<file path="config.mk">
export PLATFORM = sky130hd
export DESIGN_NAME = sv32_tlb_with_plru_flat
export DESIGN_NICKNAME = d
export VERILOG_FILES = /design/src/hdl/sv32tlb_pkg.sv /design/src/hdl/sv32tlb_if.sv /design/src/hdl/sv32tlb_queue.sv /design/src/hdl/sv32tlb_front.sv /design/src/hdl/sv32tlb_back.sv /design/src/hdl/sv32_tlb_with_plru.sv /design/src/flat_wrapper.sv
export SDC_FILE = /design/constraint.sdc
export NUM_CORES = 2
export LEC_CHECK = 0
export ABC_CLOCK_PERIOD_IN_PS = 30000
export BUFFER_PORTS_ARGS = -buffer_cell sky130_fd_sc_hd__buf_2
export CAP_MARGIN = 15
export CELL_PAD_IN_SITES_DETAIL_PLACEMENT = 0
export CELL_PAD_IN_SITES_GLOBAL_PLACEMENT = 2
export CORE_ASPECT_RATIO = 1.4
export CORE_MARGIN = 2
export CORE_UTILIZATION = 49
export CTS_CLUSTER_DIAMETER = 50
export CTS_CLUSTER_SIZE = 40
export DETAILED_ROUTE_END_ITERATION = 12
export GPL_TIMING_DRIVEN = 0
export PLACE_DENSITY = 0.86
export SYNTH_ARGS = -nofsm -noshare
export SYNTH_HDL_FRONTEND = slang
export SYNTH_SLANG_ARGS = --single-unit
export TNS_END_PERCENT = 10
</file>
<file path="constraint.sdc">
create_clock -name clk_i -period 30 [get_ports clk_i]
set_input_delay 4.5 -clock clk_i [delete_from_list [all_inputs] [get_ports clk_i]]
set_output_delay 4.5 -clock clk_i [all_outputs]
set_load 0.01 [all_outputs]
</file>
<file path="src/hdl/sv32tlb_pkg.sv">
`timescale 1ns / 1ps

package sv32tlb_pkg;

  localparam int unsigned Entries     = 32;
  localparam int unsigned TreeLevels  = 5;
  localparam int unsigned PayloadBits = 32;

  localparam int unsigned IdxW   = $clog2(Entries);
  localparam int unsigned NodeW  = (TreeLevels + 1 > IdxW + 1) ? TreeLevels + 1 : IdxW + 1;
  localparam int unsigned HalfW  = 10;
  localparam int unsigned VpnW   = 2 * HalfW;
  localparam int unsigned AsidW  = 9;
  localparam int unsigned ActionW = 2;
  localparam int unsigned SlotW  = 5;
  localparam int unsigned InPayW = 32;
  localparam int unsigned OutPayW = 32;
  localparam int unsigned CfgIdxW = 1;
  localparam int unsigned CfgDataW = 9;
  localparam int unsigned QueueDepth = 2;

  typedef enum logic [ActionW-1:0] {
    ACT_LOOKUP = 2'd0,
    ACT_FILL   = 2'd1,
    ACT_FLUSH  = 2'd2
  } action_e;

  typedef enum logic [1:0] {
    OP_LOOKUP,
    OP_FILL,
    OP_FLUSH,
    OP_NOP
  } op_e;

  typedef enum logic [CfgIdxW-1:0] {
    CFG_CURRENT_ASID = 1'b0,
    CFG_REPL_MODE    = 1'b1
  } cfg_idx_e;

  typedef enum logic {
    REPL_ROTATE = 1'b0,
    REPL_PLRU   = 1'b1
  } repl_e;

  typedef enum logic [1:0] {
    BK_IDLE,
    BK_CMP,
    BK_SEL,
    BK_OUT
  } back_state_e;

  typedef struct packed {
    op_e                    op;
    logic [HalfW-1:0]       vpn1;
    logic [HalfW-1:0]       vpn0;
    logic [AsidW-1:0]       asid;
    logic                   mega;
    logic [PayloadBits-1:0] pay;
    logic                   asid_all;
    logic                   page_all;
  } req_t;

  typedef struct packed {
    logic valid;
    req_t item;
  } queue_port_t;

  typedef struct packed {
    logic                we;
    cfg_idx_e            idx;
    logic [CfgDataW-1:0] data;
  } cfg_wr_t;

  typedef struct packed {
    logic [HalfW-1:0] vpn1;
    logic [HalfW-1:0] vpn0;
    logic [AsidW-1:0] asid;
  } tag_t;

  // Walks the tree from the root; nodes outside the stored tree read as zero.
  function automatic logic [IdxW-1:0] tree_victim(input logic [Entries-2:0] plru);
    logic [NodeW-1:0] node;
    logic             dir;
    node = '0;
    for (int l = 0; l < TreeLevels; l++) begin
      dir  = (node < NodeW'(Entries - 1)) ? plru[IdxW'(node)] : 1'b0;
      node = dir ? (node << 1) + NodeW'(2) : (node << 1) + NodeW'(1);
    end
    if (node < NodeW'(Entries - 1) || node - NodeW'(Entries - 1) >= NodeW'(Entries)) begin
      return '0;
    end
    return IdxW'(node - NodeW'(Entries - 1));
  endfunction

  // Points every node on the path of the slot away from it.
  function automatic logic [Entries-2:0] plru_touch(input logic [Entries-2:0] plru,
                                                    input logic [IdxW-1:0] slot);
    logic [NodeW-1:0]   cur;
    logic [NodeW-1:0]   parent;
    logic [Entries-2:0] res;
    res    = plru;
    cur    = NodeW'(slot) + NodeW'(Entries - 1);
    parent = '0;
    for (int k = 0; k < IdxW; k++) begin
      if (cur != '0) begin
        parent = (cur - NodeW'(1)) >> 1;
        res[IdxW'(parent)] = cur[0];
        cur = parent;
      end
    end
    return res;
  endfunction

  function automatic logic [IdxW-1:0] first_set(input logic [Entries-1:0] vec);
    logic [IdxW-1:0] idx;
    idx = '0;
    for (int i = Entries - 1; i >= 0; i--) begin
      if (vec[i]) begin
        idx = IdxW'(i);
      end
    end
    return idx;
  endfunction

endpackage

</file>
<file path="src/hdl/sv32tlb_if.sv">
`timescale 1ns / 1ps

interface sv32tlb_req_if;
  logic                              valid;
  logic                              ready;
  logic [sv32tlb_pkg::ActionW-1:0]   action;
  logic [sv32tlb_pkg::VpnW-1:0]      page_number;
  logic [sv32tlb_pkg::AsidW-1:0]     space_id;
  logic                              is_megapage;
  logic [sv32tlb_pkg::InPayW-1:0]    entry_payload;

  modport source (output valid, action, page_number, space_id, is_megapage, entry_payload,
                  input ready);
  modport sink (input valid, action, page_number, space_id, is_megapage, entry_payload,
                output ready);
endinterface

interface sv32tlb_rsp_if;
  logic                              valid;
  logic                              ready;
  logic                              hit;
  logic                              multi_hit;
  logic [sv32tlb_pkg::SlotW-1:0]     slot_index;
  logic                              hit_megapage;
  logic [sv32tlb_pkg::OutPayW-1:0]   hit_payload;

  modport source (output valid, hit, multi_hit, slot_index, hit_megapage, hit_payload,
                  input ready);
  modport sink (input valid, hit, multi_hit, slot_index, hit_megapage, hit_payload,
                output ready);
endinterface

</file>
<file path="src/hdl/sv32tlb_queue.sv">
`timescale 1ns / 1ps

module sv32tlb_queue (
  input  logic                     clk_i,
  input  logic                     rst_ni,
  input  sv32tlb_pkg::queue_port_t push_i,
  output logic                     full_o,
  output sv32tlb_pkg::queue_port_t q_o,
  input  logic                     pop_i
);
  import sv32tlb_pkg::*;

  localparam int unsigned PtrW = (QueueDepth > 1) ? $clog2(QueueDepth) : 1;
  localparam int unsigned CntW = $clog2(QueueDepth + 1);

  req_t            mem_q [QueueDepth];
  logic [PtrW-1:0] wr_ptr_q, wr_ptr_d;
  logic [PtrW-1:0] rd_ptr_q, rd_ptr_d;
  logic [CntW-1:0] cnt_q, cnt_d;

  assign full_o  = (cnt_q == CntW'(QueueDepth));
  assign q_o.valid = (cnt_q != '0);
  assign q_o.item  = mem_q[rd_ptr_q];

  always_comb begin
    wr_ptr_d = wr_ptr_q;
    rd_ptr_d = rd_ptr_q;
    cnt_d    = cnt_q;
    if (push_i.valid) begin
      wr_ptr_d = (wr_ptr_q == PtrW'(QueueDepth - 1)) ? '0 : wr_ptr_q + PtrW'(1);
    end
    if (pop_i) begin
      rd_ptr_d = (rd_ptr_q == PtrW'(QueueDepth - 1)) ? '0 : rd_ptr_q + PtrW'(1);
    end
    if (push_i.valid && !pop_i) begin
      cnt_d = cnt_q + CntW'(1);
    end else if (!push_i.valid && pop_i) begin
      cnt_d = cnt_q - CntW'(1);
    end
  end

  always_ff @(posedge clk_i or negedge rst_ni) begin
    if (!rst_ni) begin
      wr_ptr_q <= '0;
      rd_ptr_q <= '0;
      cnt_q    <= '0;
    end else begin
      wr_ptr_q <= wr_ptr_d;
      rd_ptr_q <= rd_ptr_d;
      cnt_q    <= cnt_d;
    end
  end

  always_ff @(posedge clk_i) begin
    if (push_i.valid) begin
      mem_q[wr_ptr_q] <= push_i.item;
    end
  end

endmodule

</file>
<file path="src/hdl/sv32tlb_front.sv">
`timescale 1ns / 1ps

module sv32tlb_front (
  sv32tlb_req_if.sink              req_i,
  input  logic                     q_full_i,
  output sv32tlb_pkg::queue_port_t push_o
);
  import sv32tlb_pkg::*;

  req_t item;

  assign req_i.ready  = !q_full_i;
  assign push_o.valid = req_i.valid && !q_full_i;
  assign push_o.item  = item;

  always_comb begin
    item.vpn1     = req_i.page_number[VpnW-1:HalfW];
    item.vpn0     = req_i.page_number[HalfW-1:0];
    item.asid     = req_i.space_id;
    item.mega     = req_i.is_megapage;
    item.pay      = PayloadBits'(req_i.entry_payload);
    item.asid_all = (req_i.space_id == '0);
    item.page_all = (req_i.page_number == '0);
    unique case (action_e'(req_i.action))
      ACT_LOOKUP: item.op = OP_LOOKUP;
      ACT_FILL:   item.op = OP_FILL;
      ACT_FLUSH:  item.op = OP_FLUSH;
      default:    item.op = OP_NOP;
    endcase
  end

endmodule

</file>
<file path="src/hdl/sv32tlb_back.sv">
`timescale 1ns / 1ps

module sv32tlb_back (
  input  logic                     clk_i,
  input  logic                     rst_ni,
  input  sv32tlb_pkg::queue_port_t q_i,
  output logic                     q_pop_o,
  input  sv32tlb_pkg::cfg_wr_t     cfg_i,
  sv32tlb_rsp_if.source            rsp_o
);
  import sv32tlb_pkg::*;

  back_state_e state_q, state_d;
  req_t        item_q;
  logic [Entries-1:0] vec_q, vec_d;
  logic [Entries-1:0] lk_match, fl_match;

  logic [Entries-1:0]     valid_q;
  tag_t                   tag_q [Entries];
  logic [Entries-1:0]     mega_q;
  logic [PayloadBits-1:0] pay_mem [Entries];
  logic [PayloadBits-1:0] rd_q;
  logic [Entries-2:0]     plru_q;
  logic [IdxW-1:0]        rot_q;
  logic [AsidW-1:0]       asid_q;
  repl_e                  mode_q;

  logic            res_hit_q, res_multi_q, res_mega_q;
  logic [IdxW-1:0] res_slot_q;

  logic               out_valid_q;
  logic               out_hit_q, out_multi_q, out_mega_q;
  logic [SlotW-1:0]   out_slot_q;
  logic [OutPayW-1:0] out_pay_q;

  logic            load_item, out_load, out_free;
  logic            any_set, multi, lookup_hit, is_fill;
  logic [IdxW-1:0] first_idx, victim, fill_slot, touch_slot;

  always_comb begin
    for (int i = 0; i < Entries; i++) begin
      lk_match[i] = valid_q[i] && (tag_q[i].vpn1 == item_q.vpn1) &&
                    (tag_q[i].asid == asid_q) &&
                    (mega_q[i] || (tag_q[i].vpn0 == item_q.vpn0));
      fl_match[i] = valid_q[i] && (item_q.asid_all || (tag_q[i].asid == item_q.asid)) &&
                    (item_q.page_all || ((tag_q[i].vpn1 == item_q.vpn1) &&
                     (mega_q[i] || (tag_q[i].vpn0 == item_q.vpn0))));
    end
    unique case (item_q.op)
      OP_LOOKUP: vec_d = lk_match;
      OP_FILL:   vec_d = ~valid_q;
      OP_FLUSH:  vec_d = fl_match;
      default:   vec_d = '0;
    endcase
  end

  assign first_idx  = first_set(vec_q);
  assign any_set    = |vec_q;
  assign multi      = |(vec_q & (vec_q - Entries'(1)));
  assign is_fill    = (item_q.op == OP_FILL);
  assign lookup_hit = (item_q.op == OP_LOOKUP) && any_set && !multi;
  assign victim     = (mode_q == REPL_PLRU) ? tree_victim(plru_q) :
                      ((rot_q == IdxW'(Entries - 1)) ? '0 : rot_q + IdxW'(1));
  assign fill_slot  = any_set ? first_idx : victim;
  assign touch_slot = is_fill ? fill_slot : first_idx;

  assign out_free = !out_valid_q || rsp_o.ready;

  always_comb begin
    state_d   = state_q;
    q_pop_o   = 1'b0;
    load_item = 1'b0;
    out_load  = 1'b0;
    unique case (state_q)
      BK_IDLE: begin
        if (q_i.valid) begin
          q_pop_o   = 1'b1;
          load_item = 1'b1;
          state_d   = BK_CMP;
        end
      end
      BK_CMP: state_d = BK_SEL;
      BK_SEL: state_d = BK_OUT;
      BK_OUT: begin
        if (out_free) begin
          out_load = 1'b1;
          if (q_i.valid) begin
            q_pop_o   = 1'b1;
            load_item = 1'b1;
            state_d   = BK_CMP;
          end else begin
            state_d = BK_IDLE;
          end
        end
      end
      default: state_d = BK_IDLE;
    endcase
  end

  always_ff @(posedge clk_i or negedge rst_ni) begin
    if (!rst_ni) begin
      state_q     <= BK_IDLE;
      out_valid_q <= 1'b0;
      valid_q     <= '0;
      plru_q      <= '0;
      rot_q       <= '0;
    end else begin
      state_q <= state_d;
      if (out_load) begin
        out_valid_q <= 1'b1;
      end else if (rsp_o.ready) begin
        out_valid_q <= 1'b0;
      end
      if (state_q == BK_SEL) begin
        if (is_fill) begin
          valid_q[fill_slot] <= 1'b1;
          rot_q              <= fill_slot;
        end else if (item_q.op == OP_FLUSH) begin
          valid_q <= valid_q & ~vec_q;
        end
        if (is_fill || lookup_hit) begin
          plru_q <= plru_touch(plru_q, touch_slot);
        end
      end
    end
  end

  always_ff @(posedge clk_i or negedge rst_ni) begin
    if (!rst_ni) begin
      asid_q <= '0;
      mode_q <= REPL_PLRU;
    end else if (cfg_i.we) begin
      unique case (cfg_i.idx)
        CFG_CURRENT_ASID: asid_q <= AsidW'(cfg_i.data);
        CFG_REPL_MODE:    mode_q <= repl_e'(cfg_i.data[0]);
      endcase
    end
  end

  always_ff @(posedge clk_i) begin
    if (load_item) begin
      item_q <= q_i.item;
    end
    if (state_q == BK_CMP) begin
      vec_q <= vec_d;
    end
    if (state_q == BK_SEL) begin
      if (is_fill) begin
        tag_q[fill_slot]   <= '{vpn1: item_q.vpn1, vpn0: item_q.vpn0, asid: item_q.asid};
        mega_q[fill_slot]  <= item_q.mega;
        pay_mem[fill_slot] <= item_q.pay;
      end
      rd_q        <= pay_mem[first_idx];
      res_hit_q   <= lookup_hit;
      res_multi_q <= (item_q.op == OP_LOOKUP) && multi;
      res_mega_q  <= lookup_hit && mega_q[first_idx];
      res_slot_q  <= is_fill ? fill_slot : (lookup_hit ? first_idx : '0);
    end
    if (out_load) begin
      out_hit_q   <= res_hit_q;
      out_multi_q <= res_multi_q;
      out_mega_q  <= res_mega_q;
      out_slot_q  <= SlotW'(res_slot_q);
      out_pay_q   <= res_hit_q ? OutPayW'(rd_q) : '0;
    end
  end

  assign rsp_o.valid        = out_valid_q;
  assign rsp_o.hit          = out_hit_q;
  assign rsp_o.multi_hit    = out_multi_q;
  assign rsp_o.slot_index   = out_slot_q;
  assign rsp_o.hit_megapage = out_mega_q;
  assign rsp_o.hit_payload  = out_pay_q;

endmodule

</file>
<file path="src/hdl/sv32_tlb_with_plru.sv">
`timescale 1ns / 1ps
// Fully associative Sv32 translation buffer with tree pseudo-LRU replacement.
// Requests arrive on req_i as valid/ready items carrying an action (lookup,
// fill or flush), the virtual page number, an ASID, a megapage flag and the
// entry payload. Every request yields exactly one result item on rsp_o.
// Configuration (current ASID, replacement mode) is written through
// cfg_we_i, cfg_idx_i and cfg_data_i; the user must write it only while no
// request is in flight, as the block itself does not enforce this. Each
// accepted item steps through the execution sequencer (compare all tags,
// resolve and update, hand off), which starts the next item at hand-off.
// A two-entry queue decouples acceptance from execution, so up to two
// requests are taken ahead while the result register waits on rsp_o.ready.
// When the receiver stalls, the result holds steady, the sequencer stops at
// the hand-off step, and req_i.ready drops once the queue is full.
// Reset clears every valid bit, the PLRU tree and the rotating pointer, sets
// the current ASID to zero and selects PLRU replacement; no clearing pass is
// needed and requests are accepted as soon as reset is released.
module sv32_tlb_with_plru (
  input  logic                             clk_i,
  input  logic                             rst_ni,
  sv32tlb_req_if.sink                      req_i,
  sv32tlb_rsp_if.source                    rsp_o,
  input  logic                             cfg_we_i,
  input  logic [sv32tlb_pkg::CfgIdxW-1:0]  cfg_idx_i,
  input  logic [sv32tlb_pkg::CfgDataW-1:0] cfg_data_i
);
  import sv32tlb_pkg::*;

  queue_port_t push, q_head;
  logic        q_full, q_pop;
  cfg_wr_t     cfg_wr;

  assign cfg_wr = '{we: cfg_we_i, idx: cfg_idx_e'(cfg_idx_i), data: cfg_data_i};

  sv32tlb_front u_front (
    .req_i    (req_i),
    .q_full_i (q_full),
    .push_o   (push)
  );

  sv32tlb_queue u_queue (
    .clk_i  (clk_i),
    .rst_ni (rst_ni),
    .push_i (push),
    .full_o (q_full),
    .q_o    (q_head),
    .pop_i  (q_pop)
  );

  sv32tlb_back u_back (
    .clk_i   (clk_i),
    .rst_ni  (rst_ni),
    .q_i     (q_head),
    .q_pop_o (q_pop),
    .cfg_i   (cfg_wr),
    .rsp_o   (rsp_o)
  );

endmodule

</file>
<file path="src/flat_wrapper.sv">
// flat-port wrapper written by rule: the top's interface ports become plain ports
module sv32_tlb_with_plru_flat import sv32tlb_pkg::*;
  (clk_i, rst_ni, cfg_we_i, cfg_idx_i, cfg_data_i, req_i_valid, req_i_action, req_i_page_number, req_i_space_id, req_i_is_megapage, req_i_entry_payload, req_i_ready, rsp_o_valid, rsp_o_hit, rsp_o_multi_hit, rsp_o_slot_index, rsp_o_hit_megapage, rsp_o_hit_payload, rsp_o_ready);
  sv32tlb_req_if req_i_i ();
  sv32tlb_rsp_if rsp_o_i ();
  input  logic clk_i;
  input  logic rst_ni;
  input  logic cfg_we_i;
  input  logic [sv32tlb_pkg::CfgIdxW-1:0] cfg_idx_i;
  input  logic [sv32tlb_pkg::CfgDataW-1:0] cfg_data_i;
  input wire logic [$bits(req_i_i.valid)-1:0] req_i_valid;
  input wire logic [$bits(req_i_i.action)-1:0] req_i_action;
  input wire logic [$bits(req_i_i.page_number)-1:0] req_i_page_number;
  input wire logic [$bits(req_i_i.space_id)-1:0] req_i_space_id;
  input wire logic [$bits(req_i_i.is_megapage)-1:0] req_i_is_megapage;
  input wire logic [$bits(req_i_i.entry_payload)-1:0] req_i_entry_payload;
  output wire logic [$bits(req_i_i.ready)-1:0] req_i_ready;
  output wire logic [$bits(rsp_o_i.valid)-1:0] rsp_o_valid;
  output wire logic [$bits(rsp_o_i.hit)-1:0] rsp_o_hit;
  output wire logic [$bits(rsp_o_i.multi_hit)-1:0] rsp_o_multi_hit;
  output wire logic [$bits(rsp_o_i.slot_index)-1:0] rsp_o_slot_index;
  output wire logic [$bits(rsp_o_i.hit_megapage)-1:0] rsp_o_hit_megapage;
  output wire logic [$bits(rsp_o_i.hit_payload)-1:0] rsp_o_hit_payload;
  input wire logic [$bits(rsp_o_i.ready)-1:0] rsp_o_ready;
  assign req_i_i.valid = req_i_valid;
  assign req_i_i.action = req_i_action;
  assign req_i_i.page_number = req_i_page_number;
  assign req_i_i.space_id = req_i_space_id;
  assign req_i_i.is_megapage = req_i_is_megapage;
  assign req_i_i.entry_payload = req_i_entry_payload;
  assign req_i_ready = req_i_i.ready;
  assign rsp_o_valid = rsp_o_i.valid;
  assign rsp_o_hit = rsp_o_i.hit;
  assign rsp_o_multi_hit = rsp_o_i.multi_hit;
  assign rsp_o_slot_index = rsp_o_i.slot_index;
  assign rsp_o_hit_megapage = rsp_o_i.hit_megapage;
  assign rsp_o_hit_payload = rsp_o_i.hit_payload;
  assign rsp_o_i.ready = rsp_o_ready;
  sv32_tlb_with_plru u_core (.clk_i(clk_i), .rst_ni(rst_ni), .req_i(req_i_i), .rsp_o(rsp_o_i), .cfg_we_i(cfg_we_i), .cfg_idx_i(cfg_idx_i), .cfg_data_i(cfg_data_i));
endmodule
</file>
==> impl_metrics.tcl <==
set metrics [dict create \
    post-route-period-util_pct 56.62 \
    arrival_ns 17.71 \
    drc 0 \
    internal-power_mw 7.354 \
    maxCapViolCount 0 \
    grt_pass1_wl_mm 468.6 \
    min_delay_path_depth 0 \
    syn_inst 7463 \
    period_needed_ns 16.99 \
    cts_setup_buffers 0 \
    grt_pass1_vias 64782 \
    min-delay-start "u_core.u_back.res_slot_q[3]" \
    tns_ns 0 \
    h-tree-depth 4 \
    via_per_inst 6.164 \
    ys_ff_latch 2379 \
    rrSetupSlack_ns 13.01 \
    syn2layout_area_growth_pct 14.02 \
    power_frac_seq_pct 35.0 \
    ys_seq_area_share_pct 69.40 \
    busiest_layer "met2" \
    dp_hpwl_mm 240.2 \
    path_clk_slew_ns 0.08 \
    port_buffers 118 \
    initial_core_util_pct 49.29 \
    first_pass_iters 10 \
    power.leakage_nw 37.69 \
    fin_nets 8060 \
    track_usage_pct 31.10 \
    clockRootBuffer "clkbuf_16" \
    worstReg2RegEnd "u_core.u_back.plru_q[6]" \
    tightest_slew_ns 1.397 \
    ant_nets 0 \
    drt-total-wl_mm 334.7 \
    ys_warn_count 0 \
    grt-ovfl-total 0 \
    netlist_area_um2 102300 \
    antenna_found_initial 13 \
    r2r.worst_path.cells 60 \
    status "finished clean" \
    cts_inserted_buffers 161 \
    drtIter0Drc 7932 \
    fp.dieArea_um2 212600 \
    synthDistinctLibCells 96 \
    regArea_um2 71010 \
    use_met3_pct 5.186 \
    die_width_um 390.2 \
    criticalPathCategory "flop to flop" \
    place_area_um2 110300 \
    holdPathEnd "u_core.u_back.rsp_o.slot_index[3]" \
    p_clk_share_pct 19.0 \
    fp-row-count 198 \
    cts_resized 0 \
    hold_violations 0 \
    syn_nets 7566 \
    gp_congestion 0.9016 \
    layout-drive-gt1-share_pct 9.901 \
    cts.sinks 2379 \
    swShare_pct 43.45 \
    grt_use_met1_pct 38.84 \
    rr_startpoint "u_core.u_back.plru_q[0]" \
    ctsHoldBuffers 0 \
    vias 66496 \
    die_h_um 544.7 \
    boundaryPins 121 \
    power.total_mw 13.00 \
    multi_input_area_um2 29730 \
    clk-insertion-delay-late_ns 0.89 \
    crit_path_frequent_cell "ha_1" \
    fillers 16636 \
    clock_path_buffers 4 \
    critical_path.startpoint_type "flop" \
    ir_drop_v 0.0002466 \
    use_met2_pct 52.59 \
    p_per_area_nw_per_um2 111.5 \
    min_path_type "flop to flop" \
    grt_max_degree 44 \
    critical_path.max_stage_delay_ns 0.56 \
    wire_per_inst_um 31.02 \
    cp_max_fo 11 \
    p_comb_share_pct 46.1 \
    end_kind "flop" \
    relSlewSlack_pct 6.001 \
    synth_ff_type "edfxtp_1" \
    finClkSkew_ns 0.07510 \
    synthArstFlopShare_pct 3.573 \
    slew_viol_final 0 \
    design_area_um2 116700 \
    core_area_um2 207600 \
    crit_required_ns 30.72 \
    fmax_ghz 0.05887 \
    avgSynthCellArea_um2 13.71 \
    cts_tree "built" \
    critPathSlowestCell "clkbuf_1" \
    setup_viol 0 \
    synth_edf_count 2294 \
    rsz0062_at_grt "no" \
    p_sw_mw 5.650 \
]
==> cells in the final DEF (no fill, tap or decap), drive strengths merged, types with 24 or more instances in the layout <==
cell	instances
nand3	435
xor2	260
mux2	86
buf	450
a21oi	79
clkinv	51
mux2i	38
nor3	63
o31ai	45
nor4	122
ha	24
nand4	234
inv	92
dfrtp	84
a2bb2oi	31
xnor2	970
o311ai	37
clkbuf	505
nor2	157
a31oi	45
and2	35
and3	146
o21ai	101
a311oi	199
nand2	1268
o221ai	32
edfxtp	2294
==> area by class of cell <==
| cell class | instances | area share (%) |
|---|---|---|
| Antenna cell | 7 | 0.01501 |
| Buffer | 457 | 1.532 |
| Clock buffer | 168 | 3.529 |
| Clock inverter | 118 | 1.391 |
| Inverter | 44 | 0.1416 |
| Multi-Input combinational cell | 4583 | 25.48 |
| Sequential cell | 2379 | 60.87 |
| Tap cell | 2700 | 2.895 |
| Timing Repair Buffer | 331 | 4.148 |
==> critical path, delay by kind of cell (launching register included) <==
| kind | cells | cell delay [ns] |
|---|---|---|
| flip-flops | 1 | 0.52 |
| multiplexers | 4 | 1.46 |
| XOR/XNOR | 1 | 0.37 |
| buffers and inverters | 18 | 4.43 |
| adder cells (fa/ha/maj) | 9 | 2.76 |
| AO/OA/AOI/OAI | 14 | 4.69 |
| AND/OR/NAND/NOR | 14 | 2.61 |
==> power by group through the flow <==
stage	Clock, mW	Combinational (mW)	Sequential [mW]
2_1_floorplan	0	3.50	4.56
3_3_place_gp	0	5.25	4.90
3_5_place_dp	0	5.72	4.70
4_1_cts	2.48	5.75	4.63
5_1_grt	2.60	6.38	4.57
6_report	2.47	5.99	4.55
==> synthesized netlist by cell type, drive strengths merged (8+ instances only) <==
master | instances | area, µm²
edfxtp | 2294 | 68890
nand2 | 1268 | 4760
xnor2 | 970 | 8518
nand3 | 435 | 2177
clkbuf | 337 | 1269
xor2 | 260 | 2277
nand4 | 234 | 1479
a311oi | 199 | 1743
nor2 | 157 | 591.8
and3 | 146 | 918.4
nor4 | 122 | 763.2
buf | 119 | 505.5
o21ai | 101 | 513.0
mux2 | 86 | 972.2
dfrtp | 84 | 2102
a21oi | 79 | 395.4
nor3 | 63 | 325.3
a31oi | 45 | 309.0
o31ai | 45 | 337.8
inv | 41 | 153.9
mux2i | 38 | 392.9
o311ai | 37 | 324.1
and2 | 35 | 219.0
o221ai | 32 | 280.3
a2bb2oi | 31 | 271.5
ha | 24 | 300.3
a211oi | 16 | 120.1
nor2b | 15 | 93.84
o211ai | 15 | 112.6
o22ai | 12 | 81.33
o21a | 11 | 82.58
or3 | 8 | 50.05
==> per-layer routing <==
layer / vias up / wire length, µm
li1: 28566 / -
met1: 33766 / 122800
met2: 3420 / 163700
met3: 740 / 29220
met4: 4 / 18930
met5: - / 32
==> per-stage QoR <==
step / util [%] / setup WS, ns / cells / hold WS (ns)
floorplan: - / 17.07 / 7463 / 0.4003
global placement: 51.20 / 13.23 / 10281 / 0.4038
detailed placement: 53.15 / 13.17 / 10470 / 0.4089
CTS: 55.92 / 13.11 / 10756 / 0.4280
global route: 56.19 / 11.85 / 10781 / 0.4427
finish: 56.20 / 13.01 / 10787 / 0.4260
==> registers in the layout (all words and copies together), names as in the netlist, 2 cells and up <==
signal	flops
u_core.u_back.rd_q	32
u_core.u_back.res_slot_q	5
u_core.u_back.asid_q	9
u_core.u_back.valid_q	32
u_core.u_queue.mem_q	132
u_core.u_back.state_q	2
u_core.u_back.mega_q	32
u_core.u_back.rsp_o.hit_payload	32
u_core.u_back.vec_q	32
u_core.u_back.plru_q	31
u_core.u_back.rot_q	5
u_core.u_back.rsp_o.slot_index	5
u_core.u_back.item_q	66
u_core.u_back.tag_q	928
u_core.u_back.pay_mem	1024
u_core.u_queue.cnt_q	2
==> how the worst max path moves through the flow <==
stage / from / endpoint / slack [ns] / depth (start not counted)
CTS: u_core.u_back.plru_q[0] / u_core.u_back.plru_q[6] / 13.11 / 60
floorplan: u_core.u_back.plru_q[0] / u_core.u_back.plru_q[6] / 17.07 / 62
global route: u_core.u_back.plru_q[0] / u_core.u_back.plru_q[6] / 11.85 / 62
global placement: u_core.u_back.plru_q[0] / u_core.u_back.plru_q[6] / 13.23 / 60
finish: u_core.u_back.plru_q[0] / u_core.u_back.plru_q[6] / 13.01 / 60
detailed placement: u_core.u_back.plru_q[0] / u_core.u_back.plru_q[6] / 13.17 / 60
==> cells by family (layout without fill, tap and decap cells) <==
logic type	count (synthesis)	after routing	share of synthesized area (%)
buf+inv	501	1118	1.904
other cells	0	7	0
simple gates	2502	2502	11.26
compound gates	700	700	5.200
fa+ha+maj	24	24	0.2935
xor+xnor	1230	1230	10.55
flops	2379	2379	69.40
mux	127	127	1.400
Power figures use the tool's default switching activity.
